==> src/rtl/bvm_pkg.sv <==
// Battery voltage monitor: shared types, widths, register indexes and reset values.
// No dependencies; used by bvm_div and battery_voltage_monitor.
package bvm_pkg;

    localparam int MV_WIDTH = 13;              // stored voltage width, 12..16
    localparam int ADC_W    = 12;
    localparam int REG_W    = 13;              // millivolt register width
    localparam int TMR_W    = 20;
    localparam int CW       = 16;              // compare width, covers MV_WIDTH range
    localparam int NUM_W    = 20;              // (v - critical) * 100 fits below 2^20
    localparam int PCT_W    = 7;
    localparam int QSTEPS   = 7;               // quotient is below 128
    localparam int QCNT_W   = $clog2(QSTEPS);
    localparam int CFG_AW   = 3;
    localparam int IN_DW    = 16;
    localparam int OUT_DW   = 32;

    localparam logic [TMR_W-1:0] TIMER_MAX     = '1;
    localparam logic [TMR_W-1:0] RST_POLL      = TMR_W'(60000);
    localparam logic [REG_W-1:0] RST_VALID_MIN = REG_W'(2500);
    localparam logic [REG_W-1:0] RST_VALID_MAX = REG_W'(5000);
    localparam logic [REG_W-1:0] RST_FULL      = REG_W'(4200);
    localparam logic [REG_W-1:0] RST_LOW       = REG_W'(3500);
    localparam logic [REG_W-1:0] RST_CRITICAL  = REG_W'(3300);
    localparam logic [PCT_W-1:0] PCT_FULL      = PCT_W'(100);

    typedef enum logic [CFG_AW-1:0] {
        CFG_POLL_INTERVAL = 3'd0,
        CFG_VALID_MIN     = 3'd1,
        CFG_VALID_MAX     = 3'd2,
        CFG_FULL          = 3'd3,
        CFG_LOW           = 3'd4,
        CFG_CRITICAL      = 3'd5
    } t_cfg_idx;

    typedef enum logic [2:0] {
        ST_IDLE,
        ST_UPD,
        ST_EVAL,
        ST_DIV,
        ST_FIN
    } t_state;

    typedef struct packed {
        logic             start;
        logic [NUM_W-1:0] num;
        logic [REG_W-1:0] den;
    } t_div_req;

    typedef struct packed {
        logic             done;
        logic [PCT_W-1:0] quo;
    } t_div_rsp;

endpackage

==> src/rtl/bvm_div.sv <==
// Restoring serial divider for the charge estimate, one quotient bit per cycle.
// Depends on bvm_pkg.
module bvm_div (
    input  logic              i_clk,
    input  logic              i_rst_n,
    input  bvm_pkg::t_div_req i_req,
    output bvm_pkg::t_div_rsp o_rsp
);
    import bvm_pkg::*;

    logic              r_busy;
    logic              r_done;
    logic [QCNT_W-1:0] r_cnt;
    logic [NUM_W-1:0]  r_rem;
    logic [NUM_W-1:0]  r_dsh;
    logic [PCT_W-1:0]  r_quo;
    logic              fits;

    assign fits = (r_rem >= r_dsh);

    always_ff @(posedge i_clk) begin
        if (!i_rst_n) begin
            r_busy <= 1'b0;
            r_done <= 1'b0;
            r_cnt  <= '0;
        end else begin
            r_done <= 1'b0;
            if (i_req.start) begin
                r_busy <= 1'b1;
                r_cnt  <= QCNT_W'(QSTEPS - 1);
            end else if (r_busy) begin
                r_cnt <= r_cnt - 1'b1;
                if (r_cnt == '0) begin
                    r_busy <= 1'b0;
                    r_done <= 1'b1;
                end
            end
        end
    end

    always_ff @(posedge i_clk) begin
        if (i_req.start) begin
            r_rem <= i_req.num;
            r_dsh <= NUM_W'(i_req.den) << (QSTEPS - 1);
            r_quo <= '0;
        end else if (r_busy) begin
            if (fits) begin
                r_rem <= r_rem - r_dsh;
            end
            r_quo <= {r_quo[PCT_W-2:0], fits};
            r_dsh <= r_dsh >> 1;
        end
    end

    assign o_rsp.done = r_done;
    assign o_rsp.quo  = r_quo;

endmodule

==> src/rtl/battery_voltage_monitor.sv <==
// Battery voltage monitor top level: sequencer, poll timer, thresholds, result register.
// Depends on bvm_pkg and bvm_div.
//
// Each input transfer is a millisecond tick or an init request carrying the converter
// reading. The block takes one transfer at a time and returns one result per transfer.
// The sequencer steps through the UPD, EVAL and FIN states after the transfer is taken.
// When a valid reading falls strictly between the critical and full voltages it also
// passes through DIV, where the serial divider runs its 7 quotient steps.
// The input is ready again in the cycle the result appears. A new transfer is taken
// while a previous result still waits in the output register, and a second waiting
// result holds off the input. Configuration writes take effect at once and belong in
// idle periods.
module battery_voltage_monitor (
    input  logic                         i_clk,
    input  logic                         i_rst_n,
    // configuration
    input  logic                         i_cfg_we,
    input  logic [bvm_pkg::CFG_AW-1:0]   i_cfg_addr,
    input  logic [bvm_pkg::TMR_W-1:0]    i_cfg_wdata,
    // input stream
    input  logic                         s_axis_tvalid,
    output logic                         s_axis_tready,
    input  logic [bvm_pkg::IN_DW-1:0]    s_axis_tdata,  // [11:0] adc_mv
    input  logic                         s_axis_tuser,  // [0] kind
    // result stream
    output logic                         m_axis_tvalid,
    input  logic                         m_axis_tready,
    // [12:0] vbat_mv, [13] sampled, [14] reading_valid, [21:15] charge_percent,
    // [22] is_low, [23] is_critical, [24] low_alert
    output logic [bvm_pkg::OUT_DW-1:0]   m_axis_tdata
);
    import bvm_pkg::*;

    // configuration registers
    logic [TMR_W-1:0] r_poll;
    logic [REG_W-1:0] r_vmin, r_vmax, r_full, r_low, r_crit;

    always_ff @(posedge i_clk) begin
        if (!i_rst_n) begin
            r_poll <= RST_POLL;
            r_vmin <= RST_VALID_MIN;
            r_vmax <= RST_VALID_MAX;
            r_full <= RST_FULL;
            r_low  <= RST_LOW;
            r_crit <= RST_CRITICAL;
        end else if (i_cfg_we) begin
            case (i_cfg_addr)
                CFG_POLL_INTERVAL: r_poll <= i_cfg_wdata;
                CFG_VALID_MIN:     r_vmin <= i_cfg_wdata[REG_W-1:0];
                CFG_VALID_MAX:     r_vmax <= i_cfg_wdata[REG_W-1:0];
                CFG_FULL:          r_full <= i_cfg_wdata[REG_W-1:0];
                CFG_LOW:           r_low  <= i_cfg_wdata[REG_W-1:0];
                CFG_CRITICAL:      r_crit <= i_cfg_wdata[REG_W-1:0];
                default: ;
            endcase
        end
    end

    // sequencer and state
    t_state              r_state, n_state;
    logic                r_kind, n_kind;
    logic [ADC_W-1:0]    r_adc, n_adc;
    logic [MV_WIDTH-1:0] r_stored, n_stored;
    logic [TMR_W-1:0]    r_elapsed, n_elapsed;
    logic                r_latch, n_latch;
    logic                r_sampled, n_sampled;
    logic                r_alert, n_alert;
    logic                r_valid, n_valid;
    logic                r_is_low, n_is_low;
    logic                r_is_crit, n_is_crit;
    logic [PCT_W-1:0]    r_pct, n_pct;
    logic                r_oval, n_oval;
    logic [OUT_DW-1:0]   r_odata, n_odata;

    t_div_req            div_req;
    t_div_rsp            div_rsp;

    logic [MV_WIDTH-1:0] doubled;
    logic [CW-1:0]       dbl_c, cur_c;
    logic [TMR_W-1:0]    ticked;
    logic                dbl_low;
    logic [CW-1:0]       diff;

    bvm_div u_div (
        .i_clk  (i_clk),
        .i_rst_n(i_rst_n),
        .i_req  (div_req),
        .o_rsp  (div_rsp)
    );

    always_comb begin
        n_state   = r_state;
        n_kind    = r_kind;
        n_adc     = r_adc;
        n_stored  = r_stored;
        n_elapsed = r_elapsed;
        n_latch   = r_latch;
        n_sampled = r_sampled;
        n_alert   = r_alert;
        n_valid   = r_valid;
        n_is_low  = r_is_low;
        n_is_crit = r_is_crit;
        n_pct     = r_pct;
        n_oval    = r_oval && !m_axis_tready;
        n_odata   = r_odata;

        doubled = MV_WIDTH'({r_adc, 1'b0});
        dbl_c   = CW'(doubled);
        cur_c   = CW'(r_stored);
        ticked  = (r_elapsed != TIMER_MAX) ? r_elapsed + 1'b1 : r_elapsed;
        dbl_low = (dbl_c >= CW'(r_vmin)) && (dbl_c <= CW'(r_vmax)) && (dbl_c <= CW'(r_low));
        diff    = cur_c - CW'(r_crit);

        div_req.start = 1'b0;
        div_req.num   = NUM_W'(diff) * NUM_W'(PCT_FULL);
        div_req.den   = r_full - r_crit;

        s_axis_tready = (r_state == ST_IDLE);

        case (r_state)
            ST_IDLE: begin
                if (s_axis_tvalid) begin
                    n_kind  = s_axis_tuser;
                    n_adc   = s_axis_tdata[ADC_W-1:0];
                    n_state = ST_UPD;
                end
            end
            ST_UPD: begin
                n_sampled = 1'b0;
                n_alert   = 1'b0;
                if (r_kind) begin
                    n_stored  = doubled;
                    n_elapsed = '0;
                    n_latch   = 1'b0;
                    n_sampled = 1'b1;
                end else if (ticked >= r_poll) begin
                    n_stored  = doubled;
                    n_elapsed = '0;
                    n_sampled = 1'b1;
                    if (dbl_low && !r_latch) begin
                        n_latch = 1'b1;
                        n_alert = 1'b1;
                    end else if (!dbl_low) begin
                        n_latch = 1'b0;
                    end
                end else begin
                    n_elapsed = ticked;
                end
                n_state = ST_EVAL;
            end
            ST_EVAL: begin
                n_valid   = (cur_c >= CW'(r_vmin)) && (cur_c <= CW'(r_vmax));
                n_is_low  = n_valid && (cur_c <= CW'(r_low));
                n_is_crit = n_valid && (cur_c <= CW'(r_crit));
                n_state   = ST_FIN;
                if (!n_valid || cur_c <= CW'(r_crit)) begin
                    n_pct = '0;
                end else if (cur_c >= CW'(r_full)) begin
                    n_pct = PCT_FULL;
                end else begin
                    div_req.start = 1'b1;
                    n_state       = ST_DIV;
                end
            end
            ST_DIV: begin
                if (div_rsp.done) begin
                    n_pct   = div_rsp.quo;
                    n_state = ST_FIN;
                end
            end
            ST_FIN: begin
                if (!r_oval || m_axis_tready) begin
                    n_oval  = 1'b1;
                    n_odata = OUT_DW'({r_alert, r_is_crit, r_is_low, r_pct, r_valid,
                                       r_sampled, REG_W'(r_stored)});
                    n_state = ST_IDLE;
                end
            end
            default: n_state = ST_IDLE;
        endcase
    end

    always_ff @(posedge i_clk) begin
        if (!i_rst_n) begin
            r_state   <= ST_IDLE;
            r_stored  <= '0;
            r_elapsed <= '0;
            r_latch   <= 1'b0;
            r_oval    <= 1'b0;
        end else begin
            r_state   <= n_state;
            r_stored  <= n_stored;
            r_elapsed <= n_elapsed;
            r_latch   <= n_latch;
            r_oval    <= n_oval;
        end
    end

    always_ff @(posedge i_clk) begin
        r_kind    <= n_kind;
        r_adc     <= n_adc;
        r_sampled <= n_sampled;
        r_alert   <= n_alert;
        r_valid   <= n_valid;
        r_is_low  <= n_is_low;
        r_is_crit <= n_is_crit;
        r_pct     <= n_pct;
        r_odata   <= n_odata;
    end

    assign m_axis_tvalid = r_oval;
    assign m_axis_tdata  = r_odata;

endmodule

==> config.mk <==
export PLATFORM = sky130hd
export DESIGN_NAME = battery_voltage_monitor
export DESIGN_NICKNAME = d
export VERILOG_FILES = /design/src/rtl/bvm_pkg.sv /design/src/rtl/bvm_div.sv /design/src/rtl/battery_voltage_monitor.sv
export SDC_FILE = /design/constraint.sdc
export NUM_CORES = 1
export LEC_CHECK = 0
export BUFFER_PORTS_ARGS = -buffer_cell sky130_fd_sc_hd__buf_4
export CORE_MARGIN = 8
export CORE_UTILIZATION = 63
export DETAILED_ROUTE_END_ITERATION = 8
export PLACE_DENSITY = 0.82
export SLEW_MARGIN = 25
export SYNTH_ARGS = -nofsm -noshare
export SYNTH_HDL_FRONTEND = slang
export SYNTH_HIERARCHICAL = 1
export SYNTH_SLANG_ARGS = --single-unit
==> constraint.sdc <==
create_clock -name i_clk -period 5.5 [get_ports i_clk]
set_input_delay 0.55 -clock i_clk [delete_from_list [all_inputs] [get_ports i_clk]]
set_output_delay 0.55 -clock i_clk [all_outputs]
set_load 0.1 [all_outputs]
==> flow_summary.toml <==
[place]
place_ws_ps = 33.95
port_buffers = 66
gp_congestion = 0.9374
hpwl_mm = 28.31
dp.cells = 1990
place_area_mm2 = 0.01546

[floorplan]
dieArea_mm2 = 0.02834
core-area_mm2 = 0.02271
start_util_pct = 64.40
ios = 79
rows = 55
fp.dieH_um = 168.4
die_w_um = 168.4

[timing]
finalHoldViolations = 0
setup_viol = 0
whs_ps = 189.6
finalCriticalPeriod_ps = 5225
fin_ws_ps = 275.4
finClkSkew_ps = 8.377
fin_crit_sh_pct = 94.99
max_slew_margin_pct = 33.40
fmax_ghz = 0.1914
slew_violations = 0
tightest_slew_ps = 999.1

[final_layout]
final_cell_mix = "nand2_1 (247), ha_1 (190), inv_1 (158)"
utilization_pct = 72.10
syn2layout_area_growth_pct = 11.97
multi_input_area_mm2 = 0.008582
drive_gt1_share_pct = 10.33
fillCellCount = 1702
finalNonFillerCells = 2037
nNetsFinal = 1984
final_common_cell = "nand2_1"
regArea_mm2 = 0.005266
finalInstanceArea_mm2 = 0.01637
antenna_cells = 0

[power]
p_per_area_mw_per_mm2 = 270.2
peakVddDrop_mv = 0.2626
leakage_nw = 6.960

[setup_path]
r2r_cells = 23
rrSetupSlack_ps = 280
slowest_delay_ps = 530
cp_slowest_cell = "fa_1"
cp-start-kind = "register"
crit_path_cell_trace = "inv_1 -> ha_1 -> nor2b_1 -> o21ai_0 -> a21boi_1 -> o21a_1 -> nor2_1 -> xnor2_2 -> ha_1 -> ha_1 -> inv_1 -> fa_1 -> inv_1 -> ha_1 -> or2_2 -> a21oi_1 -> a31oi_1 -> a221oi_1 -> nor2b_1 -> o41ai_2 -> xnor2_1 -> o221ai_1 -> a211oi_1"
critPathMostFrequentCell = "ha_1"
critPathKind = "reg2reg"
worst_setup_path_end_kind = "register"
critical_path_required_ps = 5870
crit_arrival_ps = 5590
crit_fanout = 3

[hold_path]
min_path_type = "in2reg"
hold_depth = 1

[global_route]
antenna_found_initial = 0
grt_max_degree = 81
grt_pass1_wl_mm = 61.61
grt.total_usage_pct = 26.69
grt_pass1_vias = 12140
gr-total-overflow = 0

[yosys]
synth_enable_flop_cells = 82
ys_seq_area_share_pct = 36.00
synth_top_area_share_pct = 19.16
postSynth.asyncResetShare_pct = 0
syn_area_per_cell_um2 = 8.752
ys_ff_latch = 222
synth_area_mm2 = 0.01462
synth.distinct_cells = 82
synth_area_leader_cell = "dfxtp_1"
netlist_instances = 1671
ys.flop_type = "dfxtp_1"
yosys-top-cells-area = "dfxtp_1 (19%), edfxtp_1 (17%), ha_1 (16%)"
yosysWarnings = 6

[routing]
vias_per_cell = 6.151
drt_first_pass_iters = 5
antenna_left = 0
vias = 12530
drc_errors = 0
wl_mm = 38.64
drt_iter0_markers = 1378
wl_per_cell_um = 18.97

[clock_network]
clk_latency_ps = 540
clk_pin_slew_ps = 60
root_buffer = "clkbuf_16"
cts_buffers = 25
cts_buffer_depth = 3
cts_sinks = 222
h-tree-depth = 1
cts_tree = "done"

[run]
maxCapViolCount = 0

[outcome]
status = "complete, no violations"
[cell usage after synthesis (all sizes together), types with 21 or more instances]
master	number
nor2	84
a21o	21
xor2	24
o21ai	68
edfxtp	82
nand3	61
nand4	26
nand2	248
nor3	28
o211ai	44
xnor2	40
clkbuf	46
dfxtp	140
inv	159
ha	191
a21oi	148
buf	22
[through the flow]
step / total power, mW / setup TNS, ps
global placement: 2.652 / 0
global route: 4.590 / -158.8
detailed placement: 2.683 / 0
finish: 4.424 / 0
CTS: 4.403 / 0
floorplan: 2.471 / 0
[area by class of cell]
| class | count | share of cell area (%) |
|---|---|---|
| multi-input combinational | 1229 | 52.41 |
| inverter | 161 | 3.691 |
| timing repair buffer | 94 | 4.371 |
| sequential | 222 | 32.16 |
| tap | 285 | 2.178 |
| clock buffer | 29 | 4.042 |
| clock inverter | 17 | 1.146 |
[sequential cells by signal, summed over array words and instances (netlist names), 13 cells and up]
register and count:
r_crit 13, r_full 13, u_div/r_dsh 19, r_elapsed 20, r_low 13, r_vmin 13, r_poll 20, r_vmax 13
u_div/r_rem 20, m_axis_tdata 24
[power by group]
| part | switching [mW] | internal [mW] | leakage [nW] |
|---|---|---|---|
| Combinational | 0.546 | 0.378 | 4.66 |
| Sequential | 0.0329 | 1.73 | 1.89 |
| Clock | 0.719 | 1.01 | 0.403 |
[critical path, delay by kind of cell, from the launching register on]
family | cells | cell delay [ps]
fa+ha+maj | 5 | 1770
flops | 1 | 350
buf+inv | 3 | 190
xor+xnor | 2 | 330
compound gates | 9 | 1660
simple gates | 4 | 740
[worst paths after layout]
| kind | start | to |
|---|---|---|
| max | r_crit[1] | u_div/r_rem[18] |
| min | s_axis_tdata[8] | r_adc[8] |
| max reg2reg | r_crit[1] | u_div/r_rem[18] |
| min reg2reg | r_pct[4] | m_axis_tdata[19] |
[routing by layer]
metal	up-vias	GRT usage [%]	part of all wire [%]
met3	100	3.461	6.8
met2	476	46.22	48
met1	5927	32.97	42
met4	0	11.30	3.9
li1	6027	-	-
met5	-	0	0
[cell families after synthesis]
logic type / after synthesis / synth area share (%)
buf+inv: 229 / 6.203
fa+ha+maj: 206 / 18.39
mux: 18 / 1.275
xor+xnor: 64 / 3.833
other cells: 1 / 0.02564
simple gates: 552 / 17.87
compound gates: 379 / 16.39
flops: 222 / 36.00
[timing repair]
item	in CTS	in global routing
gates resized for setup	0	10
hold buffers	0	0
buffers inserted	0	1
setup endpoints to repair	0	3
Note: power is estimated with default switching activity, not from simulation.
